## src/rtl/ocft_pkg.sv

```systemverilog
// Shared widths, register codes, configuration and control types for the
// overcurrent filter and trip latch. No dependencies.
`default_nettype none

package ocft_pkg;

   localparam int AdcBits = 12;

   localparam int TimeW   = 32;
   localparam int SampleW = 12;
   localparam int AccW    = 16;
   localparam int CurW    = 24;
   localparam int PeriodW = 16;
   localparam int ShiftW  = 4;
   localparam int VrefW   = 13;
   localparam int FsW     = 12;
   localparam int GainW   = 8;
   localparam int ShuntW  = 20;

   localparam int ScaleW  = 20;
   localparam int ProdAW  = SampleW + VrefW;
   localparam int ProdBW  = FsW + GainW;
   localparam int NumW    = ProdAW + ScaleW;
   localparam int DenW    = ProdBW + ShuntW;
   localparam int DvdW    = 48;
   localparam int DivCntW = $clog2(DvdW);
   localparam int DeltaW  = AccW + 2;

   localparam logic [ScaleW-1:0]  MicroScale = ScaleW'(1000000);
   localparam logic [SampleW-1:0] LevelMask  = SampleW'((64'd1 << AdcBits) - 64'd1);
   localparam logic [CurW-1:0]    CurrentMax = {CurW{1'b1}};

   localparam int CsrAddrW = 5;
   localparam int CsrDataW = 32;

   localparam logic [2:0] RegSamplePeriod = 3'd0;
   localparam logic [2:0] RegFilterShift  = 3'd1;
   localparam logic [2:0] RegTripCurrent  = 3'd2;
   localparam logic [2:0] RegVref         = 3'd3;
   localparam logic [2:0] RegFullScale    = 3'd4;
   localparam logic [2:0] RegSenseGain    = 3'd5;
   localparam logic [2:0] RegShunt        = 3'd6;
   localparam logic [2:0] RegProtect      = 3'd7;

   typedef struct packed {
      logic [PeriodW-1:0] sample_period_ms;
      logic [ShiftW-1:0]  filter_shift;
      logic [CurW-1:0]    trip_current_ma;
      logic [VrefW-1:0]   vref_mv;
      logic [FsW-1:0]     adc_full_scale;
      logic [GainW-1:0]   sense_gain;
      logic [ShuntW-1:0]  shunt_micro_ohm;
      logic               protect_enable;
   } cfg_type;

   typedef struct packed {
      logic load;
      logic check;
      logic filt;
      logic mul1;
      logic mul2;
      logic add;
      logic div_step;
      logic finish;
   } cmd_type;

   typedef struct packed {
      logic due;
      logic ok;
   } status_type;

endpackage

`default_nettype wire

```

## src/rtl/ocft_csr.sv

```systemverilog
// Configuration register file on an APB-style port.
// Depends on ocft_pkg for register codes and the cfg_type struct.
`default_nettype none

module ocft_csr import ocft_pkg::*; (
   input  wire logic                clock,
   input  wire logic                reset,
   input  wire logic                psel,
   input  wire logic                penable,
   input  wire logic                pwrite,
   input  wire logic [CsrAddrW-1:0] paddr,
   input  wire logic [CsrDataW-1:0] pwdata,
   output logic      [CsrDataW-1:0] prdata,
   output logic                     pready,
   output cfg_type                  cfg
);

   cfg_type    cfg_ff;
   cfg_type    cfg_in;
   logic [2:0] index;
   logic       wr_en;

   assign index  = paddr[CsrAddrW-1:2];
   assign wr_en  = psel & penable & pwrite;
   assign pready = 1'b1;
   assign cfg    = cfg_ff;

   always_comb begin
      cfg_in = cfg_ff;
      if (wr_en) begin
         case (index)
            RegSamplePeriod: cfg_in.sample_period_ms = pwdata[PeriodW-1:0];
            RegFilterShift:  cfg_in.filter_shift     = pwdata[ShiftW-1:0];
            RegTripCurrent:  cfg_in.trip_current_ma  = pwdata[CurW-1:0];
            RegVref:         cfg_in.vref_mv          = pwdata[VrefW-1:0];
            RegFullScale:    cfg_in.adc_full_scale   = pwdata[FsW-1:0];
            RegSenseGain:    cfg_in.sense_gain       = pwdata[GainW-1:0];
            RegShunt:        cfg_in.shunt_micro_ohm  = pwdata[ShuntW-1:0];
            RegProtect:      cfg_in.protect_enable   = pwdata[0];
            default:         cfg_in = cfg_ff;
         endcase
      end
   end

   always_comb begin
      case (index)
         RegSamplePeriod: prdata = CsrDataW'(cfg_ff.sample_period_ms);
         RegFilterShift:  prdata = CsrDataW'(cfg_ff.filter_shift);
         RegTripCurrent:  prdata = CsrDataW'(cfg_ff.trip_current_ma);
         RegVref:         prdata = CsrDataW'(cfg_ff.vref_mv);
         RegFullScale:    prdata = CsrDataW'(cfg_ff.adc_full_scale);
         RegSenseGain:    prdata = CsrDataW'(cfg_ff.sense_gain);
         RegShunt:        prdata = CsrDataW'(cfg_ff.shunt_micro_ohm);
         RegProtect:      prdata = CsrDataW'(cfg_ff.protect_enable);
         default:         prdata = '0;
      endcase
   end

   always_ff @(posedge clock) begin
      if (reset) begin
         cfg_ff.sample_period_ms <= PeriodW'(10);
         cfg_ff.filter_shift     <= ShiftW'(3);
         cfg_ff.trip_current_ma  <= CurW'(2000);
         cfg_ff.vref_mv          <= VrefW'(3300);
         cfg_ff.adc_full_scale   <= FsW'(4095);
         cfg_ff.sense_gain       <= GainW'(50);
         cfg_ff.shunt_micro_ohm  <= ShuntW'(10000);
         cfg_ff.protect_enable   <= 1'b1;
      end else begin
         cfg_ff <= cfg_in;
      end
   end

endmodule

`default_nettype wire

```

## config.mk

```make
export PLATFORM = sky130hd
export DESIGN_NAME = ocft_csr
export DESIGN_NICKNAME = d
export VERILOG_FILES = /design/src/rtl/ocft_pkg.sv /design/src/rtl/ocft_csr.sv
export SDC_FILE = /design/constraint.sdc
export NUM_CORES = 1
export LEC_CHECK = 0
export BUFFER_PORTS_ARGS = -buffer_cell sky130_fd_sc_hd__buf_2
export CORE_ASPECT_RATIO = 0.5
export CORE_MARGIN = 5
export CORE_UTILIZATION = 53
export DETAILED_ROUTE_END_ITERATION = 7
export PLACE_DENSITY = 0.84
export SLEW_MARGIN = 25
export SYNTH_ARGS = -nofsm -noshare
export SYNTH_HDL_FRONTEND = slang
export SYNTH_SLANG_ARGS = --single-unit
```

## constraint.sdc

```tcl
create_clock -name clock -period 2 [get_ports clock]
set_clock_uncertainty 0.1 [all_clocks]
set_input_delay 0 -clock clock [delete_from_list [all_inputs] [get_ports clock]]
set_output_delay 0 -clock clock [all_outputs]
set_load 0.1 [all_outputs]
```

==> results.json <==
{
  "status": "completed",
  "finalCriticalPeriod_ns": 1.72,
  "hold_class": "in2reg",
  "fin_total_pwr_mw": 4.95,
  "htree_levels": 3,
  "crit_family": "buffers and inverters",
  "ys_ff_latch": 98,
  "cts_sinks": 98,
  "vias_per_cell": 5.81,
  "initial_core_util_pct": 54.9,
  "synth.most_common_cell": "nand2_1",
  "grt_usage_pct": 29.1,
  "period_share_pct": 86.1,
  "grt_start_max_net_pins": 55,
  "finalWirelength_mm": 15.3,
  "portBuffers": 153,
  "die_h_um": 74.6,
  "grt_pass1_vias": 4659,
  "post_dp_cell_area_sq_mm": 0.00564,
  "core_sq_mm": 0.00806,
  "drive_gt1_share_pct": 31.6,
  "arrival_ns": 1.62,
  "peakVddDrop_v": 0.000511,
  "fin_area_sq_mm": 0.00624,
  "hpwl_mm": 10.3,
  "syn_avg_cell_area_sq_um": 8.10,
  "layout_setup_ws_ns": 0.278,
  "largest_reg_flops": 98,
  "rsz0062_at_grt": "no",
  "ant_nets": 0,
  "cts_tree": "built",
  "overflow": 0,
  "synthTopCellsByArea": "dfxtp_1 44%, a21oi_1 11%, nand2_1 8.7%, mux2i_1 6.6%, nor2_1 4.4%",
  "grt_first_pass_wirelength_mm": 24.0,
  "crit_type": "in2out",
  "layout-area-overhead-vs-synth_pct": 41.1,
  "antenna_found_initial": 0,
  "timing.fmax_mhz": 581,
  "place_ws_ns": 0.385,
  "synth_top_area_share_pct": 44.4,
  "clockRootBuffer": "clkbuf_16",
  "cpMaxStageDelayCell": "nor2b_1",
  "path_cells": "buf_2, nor2b_1, a21oi_1, o21ai_0, o21a_2, buf_12",
  "numCtsBuffers": 9,
  "worstMarginPinSlew_ns": 0.711,
  "syn_inst": 546,
  "synthArstFlopShare_pct": 0,
  "cts_max_path_buffers": 2,
  "synth_edf_count": 0,
  "avgRoutedWirePerCell_um": 18.5,
  "dieArea_sq_mm": 0.0104,
  "vias": 4806,
  "n_fill_cell": 525,
  "drv_cap": 0,
  "drv_slew": 0,
  "fin_nets": 753,
  "cp_max_fo": 24,
  "clk_latency_ns": 0.34,
  "worst_setup_path_start_kind": "input pin",
  "critPathCaptureType": "primary output",
  "synth_seq_area_share_pct": 44.4,
  "holdWs_ns": 0.0304,
  "path_clk_slew_ns": 0.06,
  "setup_viol": 0,
  "ioPinCount": 173,
  "finalWeightedCongestion": 0.894,
  "drc": 0,
  "hold_violations": 0,
  "yosysUniqueCellTypes": 42,
  "synth_top_area_cell": "dfxtp_1",
  "synthFlopType": "dfxtp_1",
  "ys_warn_count": 0,
  "slew_headroom_pct": 52.6,
  "drtIter0Drc": 482,
  "synth_common_cells": "103 x nand2_1, 99 x a21oi_1, 98 x dfxtp_1",
  "die_width_um": 139,
  "slowest_delay_ns": 0.52,
  "p_per_area_mw_per_mm2": 794,
  "diodes": 0,
  "rows": 23,
  "path_buf_inv": 2,
  "worstPathRequired_ns": 1.90,
  "syn-cell-area_sq_mm": 0.00442,
  "drt_pass1_iterations": 5,
  "leakagePower_nw": 2.57
}
## cell families after synthesis
logic type             count (synthesis)  synth area share (%)
flip-flops                            98                  44.4
multiplexers                          32                  7.58
AND/OR/NAND/NOR                      221                  23.1
buffers and inverters                 54                  7.10
AO/OA/AOI/OAI                        139                  17.6
other                                  2                 0.170
## layout make-up
cell class | instances | area (sq um) | area share [%]
Clock buffer | 10 | 229 | 3.67
Clock inverter | 5 | 128 | 2.05
Inverter | 3 | 11.3 | 0.181
Multi-Input combinational cell | 401 | 2320 | 37.1
Sequential cell | 98 | 1970 | 31.5
Tap cell | 112 | 140 | 2.25
Timing Repair Buffer | 198 | 1450 | 23.2
## layout by cell type, fill, tap and decap left out, types with 9 or more instances in the layout
master and count:
a21oi_1 98, buf_12 19, buf_2 135, buf_4 20, clkbuf_16 9, conb_1 9
dfxtp_1 94, dlygate4sd3_1 24, mux2i_1 29, nand2_1 103, nor2_1 43, nor3_1 37
## repair_timing
action / 4_1_cts / 5_1_grt
resized for setup: 0 / 0
hold buffers: 24 / 0
buffers inserted: 0 / 0
endpoints found under the hold margin: 97 / 0
## where the power goes
| part | internal (mW) | total (mW) | switching, mW | leakage, nW |
|---|---|---|---|---|
| Sequential | 1.97 | 1.98 | 0.0121 | 0.792 |
| Combinational | 0.264 | 0.894 | 0.630 | 1.61 |
| Clock | 1.34 | 2.08 | 0.739 | 0.169 |
## stage by stage
step | TNS [ns] | util (%) | instances
final | 0 | 77.4 | 827
after global routing | 0 | 77.4 | 827
after CTS | 0 | 77.4 | 827
after detailed placement | 0 | 70.0 | 788
after global placement | 0 | 70.0 | 788
after floorplan | -0.168 | - | 553
## layer usage
| metal | up-vias | part of all wire [%] | track usage [%] |
|---|---|---|---|
| met4 | 0 | 2.5 | 11.7 |
| met1 | 2255 | 39 | 34.7 |
| li1 | 2179 | - | - |
| met3 | 50 | 11 | 8.80 |
| met2 | 322 | 47 | 50.8 |
| met5 | - | 0 | 0 |
## final timing paths
path         cells past startpoint  slack (ns)  startpoint    endpoint
min                              2        0.03       reset     cfg[45]
max reg2reg                      2        1.05     cfg[79]     cfg[79]
min reg2reg                      2        0.36     cfg[74]     cfg[74]
max                              6        0.28    paddr[4]  prdata[12]
No activity file was read; power rests on OpenSTA's default activity.
