`src/rtl/ocft_pkg.sv`:
```
// Shared widths, register codes, configuration and control types for the
// overcurrent filter and trip latch. No dependencies.
`default_nettype none

package ocft_pkg;

   localparam int AdcBits = 12;

   localparam int TimeW   = 32;
   localparam int SampleW = 12;
   localparam int AccW    = 16;
   localparam int CurW    = 24;
   localparam int PeriodW = 16;
   localparam int ShiftW  = 4;
   localparam int VrefW   = 13;
   localparam int FsW     = 12;
   localparam int GainW   = 8;
   localparam int ShuntW  = 20;

   localparam int ScaleW  = 20;
   localparam int ProdAW  = SampleW + VrefW;
   localparam int ProdBW  = FsW + GainW;
   localparam int NumW    = ProdAW + ScaleW;
   localparam int DenW    = ProdBW + ShuntW;
   localparam int DvdW    = 48;
   localparam int DivCntW = $clog2(DvdW);
   localparam int DeltaW  = AccW + 2;

   localparam logic [ScaleW-1:0]  MicroScale = ScaleW'(1000000);
   localparam logic [SampleW-1:0] LevelMask  = SampleW'((64'd1 << AdcBits) - 64'd1);
   localparam logic [CurW-1:0]    CurrentMax = {CurW{1'b1}};

   localparam int CsrAddrW = 5;
   localparam int CsrDataW = 32;

   localparam logic [2:0] RegSamplePeriod = 3'd0;
   localparam logic [2:0] RegFilterShift  = 3'd1;
   localparam logic [2:0] RegTripCurrent  = 3'd2;
   localparam logic [2:0] RegVref         = 3'd3;
   localparam logic [2:0] RegFullScale    = 3'd4;
   localparam logic [2:0] RegSenseGain    = 3'd5;
   localparam logic [2:0] RegShunt        = 3'd6;
   localparam logic [2:0] RegProtect      = 3'd7;

   typedef struct packed {
      logic [PeriodW-1:0] sample_period_ms;
      logic [ShiftW-1:0]  filter_shift;
      logic [CurW-1:0]    trip_current_ma;
      logic [VrefW-1:0]   vref_mv;
      logic [FsW-1:0]     adc_full_scale;
      logic [GainW-1:0]   sense_gain;
      logic [ShuntW-1:0]  shunt_micro_ohm;
      logic               protect_enable;
   } cfg_type;

   typedef struct packed {
      logic load;
      logic check;
      logic filt;
      logic mul1;
      logic mul2;
      logic add;
      logic div_step;
      logic finish;
   } cmd_type;

   typedef struct packed {
      logic due;
      logic ok;
   } status_type;

endpackage

`default_nettype wire

```
`src/rtl/ocft_ctrl.sv`:
```
// Sequencer for one request: period check; if a sample is taken, filter, scaling
// multiplies and bit-serial division; then response hand-off. Depends on ocft_pkg.
`default_nettype none

module ocft_ctrl import ocft_pkg::*; (
   input  wire logic       clock,
   input  wire logic       reset,
   input  wire logic       req_valid,
   output logic            req_ready,
   output logic            rsp_valid,
   input  wire logic       rsp_ready,
   input  status_type      status,
   output cmd_type         cmd
);

   localparam logic [2:0] S_IDLE  = 3'd0;
   localparam logic [2:0] S_CHECK = 3'd1;
   localparam logic [2:0] S_FILT  = 3'd2;
   localparam logic [2:0] S_MUL1  = 3'd3;
   localparam logic [2:0] S_MUL2  = 3'd4;
   localparam logic [2:0] S_ADD   = 3'd5;
   localparam logic [2:0] S_DIV   = 3'd6;
   localparam logic [2:0] S_DONE  = 3'd7;

   logic [2:0]         state_ff, state_in;
   logic [DivCntW-1:0] cnt_ff, cnt_in;
   logic               valid_ff, valid_in;
   logic               slot_free;

   assign slot_free = ~valid_ff | rsp_ready;
   assign req_ready = (state_ff == S_IDLE);
   assign rsp_valid = valid_ff;

   always_comb begin
      state_in = state_ff;
      cnt_in   = cnt_ff;
      valid_in = valid_ff & ~rsp_ready;
      cmd      = '0;
      case (state_ff)
         S_IDLE: begin
            if (req_valid) begin
               cmd.load = 1'b1;
               state_in = S_CHECK;
            end
         end
         S_CHECK: begin
            cmd.check = 1'b1;
            state_in  = (status.due & status.ok) ? S_FILT : S_DONE;
         end
         S_FILT: begin
            cmd.filt = 1'b1;
            state_in = S_MUL1;
         end
         S_MUL1: begin
            cmd.mul1 = 1'b1;
            state_in = S_MUL2;
         end
         S_MUL2: begin
            cmd.mul2 = 1'b1;
            state_in = S_ADD;
         end
         S_ADD: begin
            cmd.add  = 1'b1;
            cnt_in   = '0;
            state_in = S_DIV;
         end
         S_DIV: begin
            cmd.div_step = 1'b1;
            cnt_in       = cnt_ff + 1'b1;
            if (cnt_ff == DivCntW'(DvdW - 1)) begin
               state_in = S_DONE;
            end
         end
         S_DONE: begin
            if (slot_free) begin
               cmd.finish = 1'b1;
               valid_in   = 1'b1;
               state_in   = S_IDLE;
            end
         end
         default: state_in = S_IDLE;
      endcase
   end

   always_ff @(posedge clock) begin
      if (reset) begin
         state_ff <= S_IDLE;
         cnt_ff   <= '0;
         valid_ff <= 1'b0;
      end else begin
         state_ff <= state_in;
         cnt_ff   <= cnt_in;
         valid_ff <= valid_in;
      end
   end

endmodule

`default_nettype wire

```
`config.mk`:
```
export PLATFORM = sky130hd
export DESIGN_NAME = ocft_ctrl
export DESIGN_NICKNAME = d
export VERILOG_FILES = /design/src/rtl/ocft_pkg.sv /design/src/rtl/ocft_ctrl.sv
export SDC_FILE = /design/constraint.sdc
export NUM_CORES = 1
export LEC_CHECK = 0
export BUFFER_PORTS_ARGS = -buffer_cell sky130_fd_sc_hd__buf_2
export CAP_MARGIN = 20
export CORE_AREA = 2 2 39 41
export CTS_CLUSTER_DIAMETER = 30
export DETAILED_ROUTE_END_ITERATION = 10
export DIE_AREA = 0 0 41 43
export PLACE_DENSITY = 0.71
export SLEW_MARGIN = 20
export SYNTH_ARGS = -nofsm -noshare
export SYNTH_HDL_FRONTEND = slang
export SYNTH_SLANG_ARGS = --single-unit
export TNS_END_PERCENT = 100
```
`constraint.sdc`:
```
create_clock -name clock -period 1.71 [get_ports clock]
set_input_delay 0.2565 -clock clock [delete_from_list [all_inputs] [get_ports clock]]
set_output_delay 0.2565 -clock clock [all_outputs]
set_load 0.02 [all_outputs]
```
==> qor.txt <==
Number of global-route vias before repair: 527
Register area share after synthesis: 0.326
CTS tree: done
Worst Path Max Fanout: 8
WL/cell: 12.1 um
Total track usage: 0.175
Initial DRC count: 11
Worst setup EP type: primary output
R2r startpoint: cnt_ff[0]$_SDFFE_PP0P_
Rel. slew slack: 0.800
Placed inst area: 701 um^2
CTS clk-pin slew, worst paths: 0.06 ns
Mapped Nets: 89
Sw Share: 0.382
Post-Synthesis Cells: 82
DRT antenna net count: 0
Worst hold path depth: 2
Minimum clock period: 1.57 ns
Vias per inst: 5.67
DRC errors left: 0
Share of layout cells above drive strength 1: 0.278
RSZ-0062 raised after global routing: false
Placeable Area: 1380 um^2
Sw Pwr: 265 uW
Fillers: 144
Area growth, synth to finish: 17.9%
Deepest clock path buffer count: 2
Crit share post-route: 0.919
Synth top area share: 0.326
Top area cells in the synthesized netlist: dfxtp_1, nor2_1, nand2_1
Pin count of the biggest net entering global routing: 19
Starting Density: 0.444
Clock H-tree levels: 1
Cell taking the most area after synthesis: dfxtp_1
Post-CTS Setup Bufs: 0
Std-Cell Rows: 14
Clk Latency, worst-skew pair: 0.27 ns
Setup WS pre-CTS: 0.278 ns
Yosys synthesis warning count: 0
Port Buffer Count: 15
Final hold violations: 0
First-pass GRT wire length: 2090 um
Max Clock Skew: 0.000699 ns
Worst hold path type: in -> reg
Worst VDD drop: 384 uV
Leak pwr: 0.000298 uW
Synthesis-stage register bit count: 10
Synth Cell Area: 614 um^2
Die Y: 43 um
Total Neg Setup Slack: 0 ns
Maxcap violations: 0
Seq pwr share: 0.425
Critical path arrival: 1.32 ns
Placed wire-length estimate: 995 um
Final nets: 106
Total power per unit cell area: 956 nW/um^2
Area of the multi-input gates: 372 um^2
Io pins: 16
Antenna violations before repair: 0
Die ar.: 1760 um^2
Final Setup Violations: 0
Status: finished, final reports clean
Die X: 41 um
CTS Root Cell: clkbuf_4
R2r worst-path depth: 5
CP startpoint: state_ff[2]$_SDFFE_PP0P_
FF+latch area: 201 um^2
Worst setup margin: 0.138 ns
F_max: 636 MHz
Drt pass-1 iters: 4
Worst setup SP type: register
Antenna cells: 0
Worst EP required: 1.45 ns
Vias: 641
Slew Viols, Final: 0
Netlist cell types: 33
Placer Congestion: 0.766
Hold Crit Start: reset
Slew @ Worst Pin: 0.298 ns
CTS Buf Count: 3
Most common cell after layout, fill and taps aside: buf_2
TritonCTS Sinks: 10
Layout Utilization: 0.524
Pint: 428 uW
Most frequent cells in the layout: buf_2, nor2_1, nand2_1, dfxtp_1
Setup CP Type: reg -> out
Logic pwr share: 0.337
GRT overflow: 0
Clock power frac: 0.238
Design Area, Final: 724 um^2
Syn_area_per_cell: 7.49 um^2
Final wirelength: 1360 um
Hold-fix buffers at CTS: 0
## per-stage QoR
| stage | instances | hold slack, ns | total power [uW] |
|---|---|---|---|
| 2_1_floorplan | 82 | 0.451 | 467 |
| 6_report | 113 | 0.296 | 693 |
| 3_5_place_dp | 110 | 0.517 | 532 |
| 4_1_cts | 113 | 0.302 | 694 |
| 5_1_grt | 113 | 0.313 | 736 |
| 3_3_place_gp | 110 | 0.517 | 530 |
## Yosys cell counts, drive strengths merged
| master | count |
|---|---|
| a22oi | 2 |
| nor2 | 11 |
| o21a | 1 |
| inv | 3 |
| mux2 | 2 |
| a21oi | 5 |
| ha | 1 |
| a2bb2oi | 1 |
| and2 | 2 |
| nor2b | 1 |
| a221oi | 1 |
| nor4 | 1 |
| or4 | 1 |
| a21o | 1 |
| nand2b | 3 |
| nor3b | 1 |
| o21ai | 3 |
| nor3 | 6 |
| or3b | 1 |
| a31oi | 2 |
| dfxtp | 10 |
| o31ai | 1 |
| buf | 6 |
| nand3 | 2 |
| o211ai | 2 |
| a22o | 2 |
| nand2 | 9 |
| nand4b | 1 |
## logic make-up (layout without fill, tap and decap cells)
kind of cell,Yosys count,count (layout),share of synthesized area
AND/OR/NAND/NOR,39,39,0.320
AO/OA/AOI/OAI,21,21,0.228
flip-flops,10,10,0.326
buffers and inverters,9,24,0.0692
multiplexers,2,2,0.0367
adder cells (fa/ha/maj),1,1,0.0204
## repair_timing
| item | CTS | global route |
|---|---|---|
| resized for setup | 0 | 1 |
| setup endpoints to repair | 0 | 4 |
| endpoints found under the hold margin | 0 | 0 |
## final cells by class
cell class              instances  share of cell area
flip-flops and latches         10               0.278
repair buffers                 18               0.135
inverters                       3              0.0155
well taps                      16              0.0276
clock buffers                   3              0.0311
multi-input cells              63               0.513
## worst paths after layout
kind	to	slack, ns
max	cmd[7]	0.14
min	state_ff[0]$_SDFFE_PP0P_	0.30
max reg2reg	state_ff[0]$_SDFFE_PP0P_	0.27
min reg2reg	cnt_ff[3]$_SDFFE_PP0P_	0.53
## per-layer routing
layer	part of all wire	up-vias	global-route usage
li1	-	324	-
met3	0.065	5	0.0314
met1	0.49	292	0.235
met4	0.023	0	0.100
met2	0.42	20	0.250
met5	0	-	0
## power by group through the flow
stage | combinational, uW | clock [uW] | sequential (uW)
floorplan | 201 | 0 | 266
global placement | 234 | 0 | 296
detailed placement | 235 | 0 | 297
CTS | 235 | 167 | 291
global route | 259 | 179 | 298
finish | 233 | 165 | 294
## worst max-delay path, stage by stage, from the launching register on
cell,delay [ns]
dfxtp_1,0.48
buf_4,0.20
nor3_1,0.05
and2_1,0.16
buf_2,0.15
## sequential cells by signal, summed over array words and instances (netlist names)
| register | count |
|---|---|
| cnt_ff | 6 |
| state_ff | 3 |
| rsp_valid | 1 |
Note: power is estimated with default switching activity, not from simulation.
