==> src/rtl/ocft_pkg.sv <==
// Shared widths, register codes, configuration and control types for the
// overcurrent filter and trip latch. No dependencies.
`default_nettype none

package ocft_pkg;

   localparam int AdcBits = 12;

   localparam int TimeW   = 32;
   localparam int SampleW = 12;
   localparam int AccW    = 16;
   localparam int CurW    = 24;
   localparam int PeriodW = 16;
   localparam int ShiftW  = 4;
   localparam int VrefW   = 13;
   localparam int FsW     = 12;
   localparam int GainW   = 8;
   localparam int ShuntW  = 20;

   localparam int ScaleW  = 20;
   localparam int ProdAW  = SampleW + VrefW;
   localparam int ProdBW  = FsW + GainW;
   localparam int NumW    = ProdAW + ScaleW;
   localparam int DenW    = ProdBW + ShuntW;
   localparam int DvdW    = 48;
   localparam int DivCntW = $clog2(DvdW);
   localparam int DeltaW  = AccW + 2;

   localparam logic [ScaleW-1:0]  MicroScale = ScaleW'(1000000);
   localparam logic [SampleW-1:0] LevelMask  = SampleW'((64'd1 << AdcBits) - 64'd1);
   localparam logic [CurW-1:0]    CurrentMax = {CurW{1'b1}};

   localparam int CsrAddrW = 5;
   localparam int CsrDataW = 32;

   localparam logic [2:0] RegSamplePeriod = 3'd0;
   localparam logic [2:0] RegFilterShift  = 3'd1;
   localparam logic [2:0] RegTripCurrent  = 3'd2;
   localparam logic [2:0] RegVref         = 3'd3;
   localparam logic [2:0] RegFullScale    = 3'd4;
   localparam logic [2:0] RegSenseGain    = 3'd5;
   localparam logic [2:0] RegShunt        = 3'd6;
   localparam logic [2:0] RegProtect      = 3'd7;

   typedef struct packed {
      logic [PeriodW-1:0] sample_period_ms;
      logic [ShiftW-1:0]  filter_shift;
      logic [CurW-1:0]    trip_current_ma;
      logic [VrefW-1:0]   vref_mv;
      logic [FsW-1:0]     adc_full_scale;
      logic [GainW-1:0]   sense_gain;
      logic [ShuntW-1:0]  shunt_micro_ohm;
      logic               protect_enable;
   } cfg_type;

   typedef struct packed {
      logic load;
      logic check;
      logic filt;
      logic mul1;
      logic mul2;
      logic add;
      logic div_step;
      logic finish;
   } cmd_type;

   typedef struct packed {
      logic due;
      logic ok;
   } status_type;

endpackage

`default_nettype wire

==> src/rtl/ocft_datapath.sv <==
// Datapath: sample timing, exponential filter, current scaling with a
// restoring divider, fault latch and response registers. Depends on ocft_pkg.
`default_nettype none

module ocft_datapath import ocft_pkg::*; (
   input  wire logic               clock,
   input  wire logic               reset,
   input  cfg_type                 cfg,
   input  cmd_type                 cmd,
   output status_type              status,
   input  wire logic [TimeW-1:0]   time_ms,
   input  wire logic               conversion_ok,
   input  wire logic [SampleW-1:0] adc_sample,
   output logic                    sample_taken,
   output logic      [SampleW-1:0] last_raw,
   output logic      [AccW-1:0]    filtered_level_q4,
   output logic      [CurW-1:0]    current_ma,
   output logic                    fault_latched
);

   logic [TimeW-1:0]   time_ff;
   logic               ok_ff;
   logic [SampleW-1:0] sample_ff;
   logic [TimeW-1:0]   last_time_ff;
   logic [AccW-1:0]    acc_ff;
   logic               seeded_ff;
   logic [SampleW-1:0] raw_ff;
   logic [CurW-1:0]    cur_ff;
   logic               fault_ff;
   logic               taken_ff;
   logic [ProdAW-1:0]  prod_a_ff;
   logic [ProdBW-1:0]  prod_b_ff;
   logic [NumW-1:0]    num_ff;
   logic [DenW-1:0]    den_ff;
   logic [DvdW-1:0]    dvd_ff;
   logic [DenW-1:0]    rem_ff;

   logic               out_taken_ff;
   logic [SampleW-1:0] out_raw_ff;
   logic [AccW-1:0]    out_acc_ff;
   logic [CurW-1:0]    out_cur_ff;
   logic               out_fault_ff;

   logic [TimeW-1:0]   elapsed;
   logic [AccW-1:0]    target;
   logic [DeltaW-1:0]  delta;
   logic [DeltaW-1:0]  bias;
   logic [DeltaW-1:0]  step;
   logic [DeltaW-1:0]  acc_sum;
   logic [SampleW-1:0] level;
   logic [DenW:0]      rem_sh;
   logic               ge;
   logic [DenW:0]      rem_diff;
   logic [CurW-1:0]    cur_in;
   logic               fault_in;

   assign elapsed    = time_ff - last_time_ff;
   assign status.due = (elapsed >= TimeW'(cfg.sample_period_ms));
   assign status.ok  = ok_ff;

   assign target  = {sample_ff, 4'b0000};
   assign delta   = {2'b00, target} - {2'b00, acc_ff};
   assign bias    = delta[DeltaW-1] ? ((DeltaW'(1) << cfg.filter_shift) - DeltaW'(1)) : '0;
   assign step    = DeltaW'($signed(delta + bias) >>> cfg.filter_shift);
   assign acc_sum = {2'b00, acc_ff} + step;
   assign level   = acc_ff[AccW-1:4] & LevelMask;

   assign rem_sh   = {rem_ff, dvd_ff[DvdW-1]};
   assign ge       = (rem_sh >= {1'b0, den_ff});
   assign rem_diff = rem_sh - {1'b0, den_ff};

   always_comb begin
      cur_in = cur_ff;
      if (taken_ff) begin
         if (den_ff == '0) begin
            cur_in = '0;
         end else if (|dvd_ff[DvdW-1:CurW]) begin
            cur_in = CurrentMax;
         end else begin
            cur_in = dvd_ff[CurW-1:0];
         end
      end
      fault_in = fault_ff |
                 (taken_ff & cfg.protect_enable & (cur_in >= cfg.trip_current_ma));
      if (!cfg.protect_enable) begin
         fault_in = 1'b0;
      end
   end

   always_ff @(posedge clock) begin
      if (cmd.load) begin
         time_ff   <= time_ms;
         ok_ff     <= conversion_ok;
         sample_ff <= adc_sample & LevelMask;
      end
      if (cmd.mul1) begin
         prod_a_ff <= ProdAW'(level) * ProdAW'(cfg.vref_mv);
         prod_b_ff <= ProdBW'(cfg.adc_full_scale) * ProdBW'(cfg.sense_gain);
      end
      if (cmd.mul2) begin
         num_ff <= NumW'(prod_a_ff) * NumW'(MicroScale);
         den_ff <= DenW'(prod_b_ff) * DenW'(cfg.shunt_micro_ohm);
      end
      if (cmd.add) begin
         dvd_ff <= DvdW'(num_ff) + DvdW'(den_ff >> 1);
         rem_ff <= '0;
      end
      if (cmd.div_step) begin
         dvd_ff <= {dvd_ff[DvdW-2:0], ge};
         rem_ff <= ge ? rem_diff[DenW-1:0] : rem_sh[DenW-1:0];
      end
      if (cmd.finish) begin
         out_taken_ff <= taken_ff;
         out_raw_ff   <= raw_ff;
         out_acc_ff   <= acc_ff;
         out_cur_ff   <= cur_in;
         out_fault_ff <= fault_in & cfg.protect_enable;
      end
   end

   always_ff @(posedge clock) begin
      if (reset) begin
         last_time_ff <= '0;
         acc_ff       <= '0;
         seeded_ff    <= 1'b0;
         raw_ff       <= '0;
         cur_ff       <= '0;
         fault_ff     <= 1'b0;
         taken_ff     <= 1'b0;
      end else begin
         if (cmd.check) begin
            taken_ff <= status.due & ok_ff;
            if (status.due) begin
               last_time_ff <= time_ff;
            end
         end
         if (cmd.filt) begin
            raw_ff    <= sample_ff;
            seeded_ff <= 1'b1;
            acc_ff    <= seeded_ff ? acc_sum[AccW-1:0] : target;
         end
         if (cmd.finish) begin
            cur_ff   <= cur_in;
            fault_ff <= fault_in;
         end
      end
   end

   assign sample_taken      = out_taken_ff;
   assign last_raw          = out_raw_ff;
   assign filtered_level_q4 = out_acc_ff;
   assign current_ma        = out_cur_ff;
   assign fault_latched     = out_fault_ff;

endmodule

`default_nettype wire

==> config.mk <==
export PLATFORM = sky130hd
export DESIGN_NAME = ocft_datapath
export DESIGN_NICKNAME = d
export VERILOG_FILES = /design/src/rtl/ocft_pkg.sv /design/src/rtl/ocft_datapath.sv
export SDC_FILE = /design/constraint.sdc
export NUM_CORES = 2
export LEC_CHECK = 0
export BUFFER_PORTS_ARGS = -buffer_cell sky130_fd_sc_hd__buf_2
export CELL_PAD_IN_SITES_DETAIL_PLACEMENT = 0
export CELL_PAD_IN_SITES_GLOBAL_PLACEMENT = 1
export CORE_MARGIN = 10
export CORE_UTILIZATION = 41
export CTS_CLUSTER_SIZE = 28
export DETAILED_ROUTE_END_ITERATION = 8
export PLACE_DENSITY = 0.79
export SYNTH_ARGS = -nofsm -noshare
export SYNTH_HDL_FRONTEND = slang
export SYNTH_SLANG_ARGS = --single-unit
==> constraint.sdc <==
create_clock -name clock -period 7.8 [get_ports clock]
set_input_delay 0.78 -clock clock [delete_from_list [all_inputs] [get_ports clock]]
set_output_delay 0.78 -clock clock [all_outputs]
set_load 0.05 [all_outputs]
==> impl_metrics.ini <==
[route]
detailedRoute.firstPassIterationCount = 6
drt-total-wl_um = 121000
postRouteAntennaNets = 0
wirelength_met1_um = 55400
vias = 36821
drt-vias-per-instance = 5.15
wl_per_cell_um = 16.9
drc = 0
routed.top_layer = met5
route.met2.wl_um = 58300
met3_length_um = 4670
detailedRoute.firstIterationViolations = 2164

[yosys]
share_of_cell_area_taken_by_muxes_after_synthesis = 0.0263
post_synth_instance_area_um2 = 49800
synth_simple_gate_area_frac = 0.142
yosysTopAreaCellShare = 0.239
synth_cells = 5266
post_synth_main_area_contributors = fa_1 (24%), edfxtp_1 (19%), ha_1 (14%)
number_of_nets_produced_by_synthesis = 6588
yosysTopAreaCell = fa_1
async_set_reset_flop_share_out_of_synthesis = 0
synth.ff_latch_count = 398
synthDistinctLibCells = 90
combinational_family_with_the_most_area_after_synthesis = adder cells
synth_compound_gate_area_share = 0.109
synth_enable_flop_cells = 311
ys_seq_area_frac = 0.223
post_synthesis_share_of_cell_area_spent_on_xor_and_xnor_gates = 0.0385
yosysWarningCount = 0
postSynthAreaPerCell_um2 = 9.45
adder_cell_fraction_of_synth_area = 0.384
dominantRegCellSynth = edfxtp_1

[clock_tree]
clock_sinks = 398
cts-buffers-inserted = 47
latest_clock_arrival_within_the_worst_skew_pair_ns = 0.62
clock_tree.buffer_depth = 3
clk_pin_slew_ns = 0.07
h_tree_levels = 2
postCtsHoldBufs = 0
cts_tree = built
cts.root.buffer_cell = clkbuf_16

[finish]
top_library_cells_by_usage_in_the_layout_fill_and_taps_aside = inv_1 (823), nand2_1 (613), fa_1 (595)
area.growth.synth_to_final_pct = 10.6
multiInputGateArea_um2 = 34900
final-seq-area_um2 = 11100
final_util = 0.457
post_route_cells_drive_above_1_share = 0.0889
nets = 6818
layout.filler_cells = 11500
final_common_cell = inv_1

[sta]
final_hold_slack_ns = 0.334
fin_crit_ns = 7.37
setup_viol = 0
peak_freq_ghz = 0.136
timing_worst_slew_pin_value_ns = 1.11
timing_max_transition_violations_final = 0
fin_worst_skew_ns = 0.0437
final_clock_period_utilization_by_the_worst_path = 0.945
report.final.hold_viol_count = 0
fin_setup_tns_ns = 0
rsz0062_at_grt = yes
worst_slew_margin_rel = 0.261

[flow_run]
maxCapViolCount = 0

[floorplanning]
fp.dieW_um = 368
design.portCount = 209
floorplan.die.height_um = 368
floorplan.die_area_um2 = 136000
floorplan.initialDensity = 0.414
rows = 127
placeableCoreArea_um2 = 120000

[setup_path]
timing.critical_path.mode_cell = fa_1
path_buf_inv = 6
worstPathMaxFanout = 14
crit_type = flop to flop
crit_arrival_ns = 7.69
worst_r2r_path_depth = 25
cp.required_ns = 8.13
cpPeakStageDelay_ns = 0.68
crit_path_max_delay_family = adder cells
startpoint_type = flop
cp.depth = 25
critical-path-slowest-cell = edfxtp_1
critical_path.endpoint_type = flop

[placement]
io_buffer_count = 208
routabilityCongestion = 0.882
dp.final_hpwl_um = 98400

[global_route]
first_pass_grt_wire_length_um = 201000
number_of_global_route_vias_before_repair = 37661
largest_net_degree_at_the_start_of_global_routing = 88
grt_overflow_total = 0
global_route.usage.total = 0.179
antenna_found_initial = 8

[min_path]
hold_path.class = input port to flop
worstHoldPathCells = 1

[outcome]
run_status = complete, no violations
worst paths after layout:
| check | from | slack (ns) | endpoint |
|---|---|---|---|
| min reg2reg | raw_ff[8] | 0.44 | last_raw[8] |
| max | prod_b_ff[2] | 0.43 | den_ff[38] |
| min | adc_sample[4] | 0.33 | sample_ff[4] |
| max reg2reg | prod_b_ff[2] | 0.43 | den_ff[38] |
flip-flops by register name, summed over array words and instances, names as in the netlist, 12 cells and up:
signal / cells
dvd_ff: 48
last_raw: 12
filtered_level_q4: 16
rem_ff: 40
time_ff: 32
last_time_ff: 32
raw_ff: 12
current_ma: 24
acc_ff: 16
sample_ff: 12
cur_ff: 24
num_ff: 39
prod_a_ff: 25
prod_b_ff: 20
den_ff: 40
stage by stage:
step / setup WS [ns] / area [um2] / cells
final: 0.431 / 55000 / 7151
after global routing: -0.0438 / 55000 / 7150
after CTS: 0.248 / 54800 / 7130
after detailed placement: 0.0816 / 53200 / 7044
after global placement: 0.0860 / 53200 / 7044
after floorplan: 0.398 / 49800 / 5266
cell families after synthesis:
family | count (synthesis)
AOI/OAI and AO/OA | 840
and+or+nand+nor | 1496
muxes | 126
adders and majority gates | 1169
buffers and inverters | 1017
xor gates and xnor gates | 219
other | 1
DFF | 398
synthesized netlist by cell type (all sizes together), types with 23 or more instances:
library cell,instances
inv,825
nand2,613
fa,595
ha,574
edfxtp,311
and2,286
nor2,269
a21oi,225
o21ai,208
clkbuf,175
xnor2,147
mux2i,115
a21o,103
dfxtp,87
xor2,72
nand3,59
nor3,58
nand2b,50
a211oi,48
o21a,48
nor2b,42
o21bai,27
o2bb2ai,26
nand4,24
and3,23
nor4,23
timing repair:
action,4_1_cts,5_1_grt
endpoints found under the setup margin,0,6
gates resized for setup,0,7
buffers inserted,0,15
metal layers:
layer  GRT usage  vias to the layer above
li1            -                    17847
met1       0.246                    18206
met2       0.301                      632
met3      0.0193                      134
met4      0.0406                        2
met5           0                        -
layout make-up:
cell class                 count  share of cell area
sequential                   398               0.201
timing repair buffer         373              0.0432
clock buffer                  51              0.0220
antenna                        6            0.000273
clock inverter                35             0.00659
tap                         1612              0.0367
inverter                     825              0.0563
multi-input combinational   3851               0.634
Power is not shown: default switching activity piles up to over one toggle a cycle in this logic, so the estimate is an artifact.
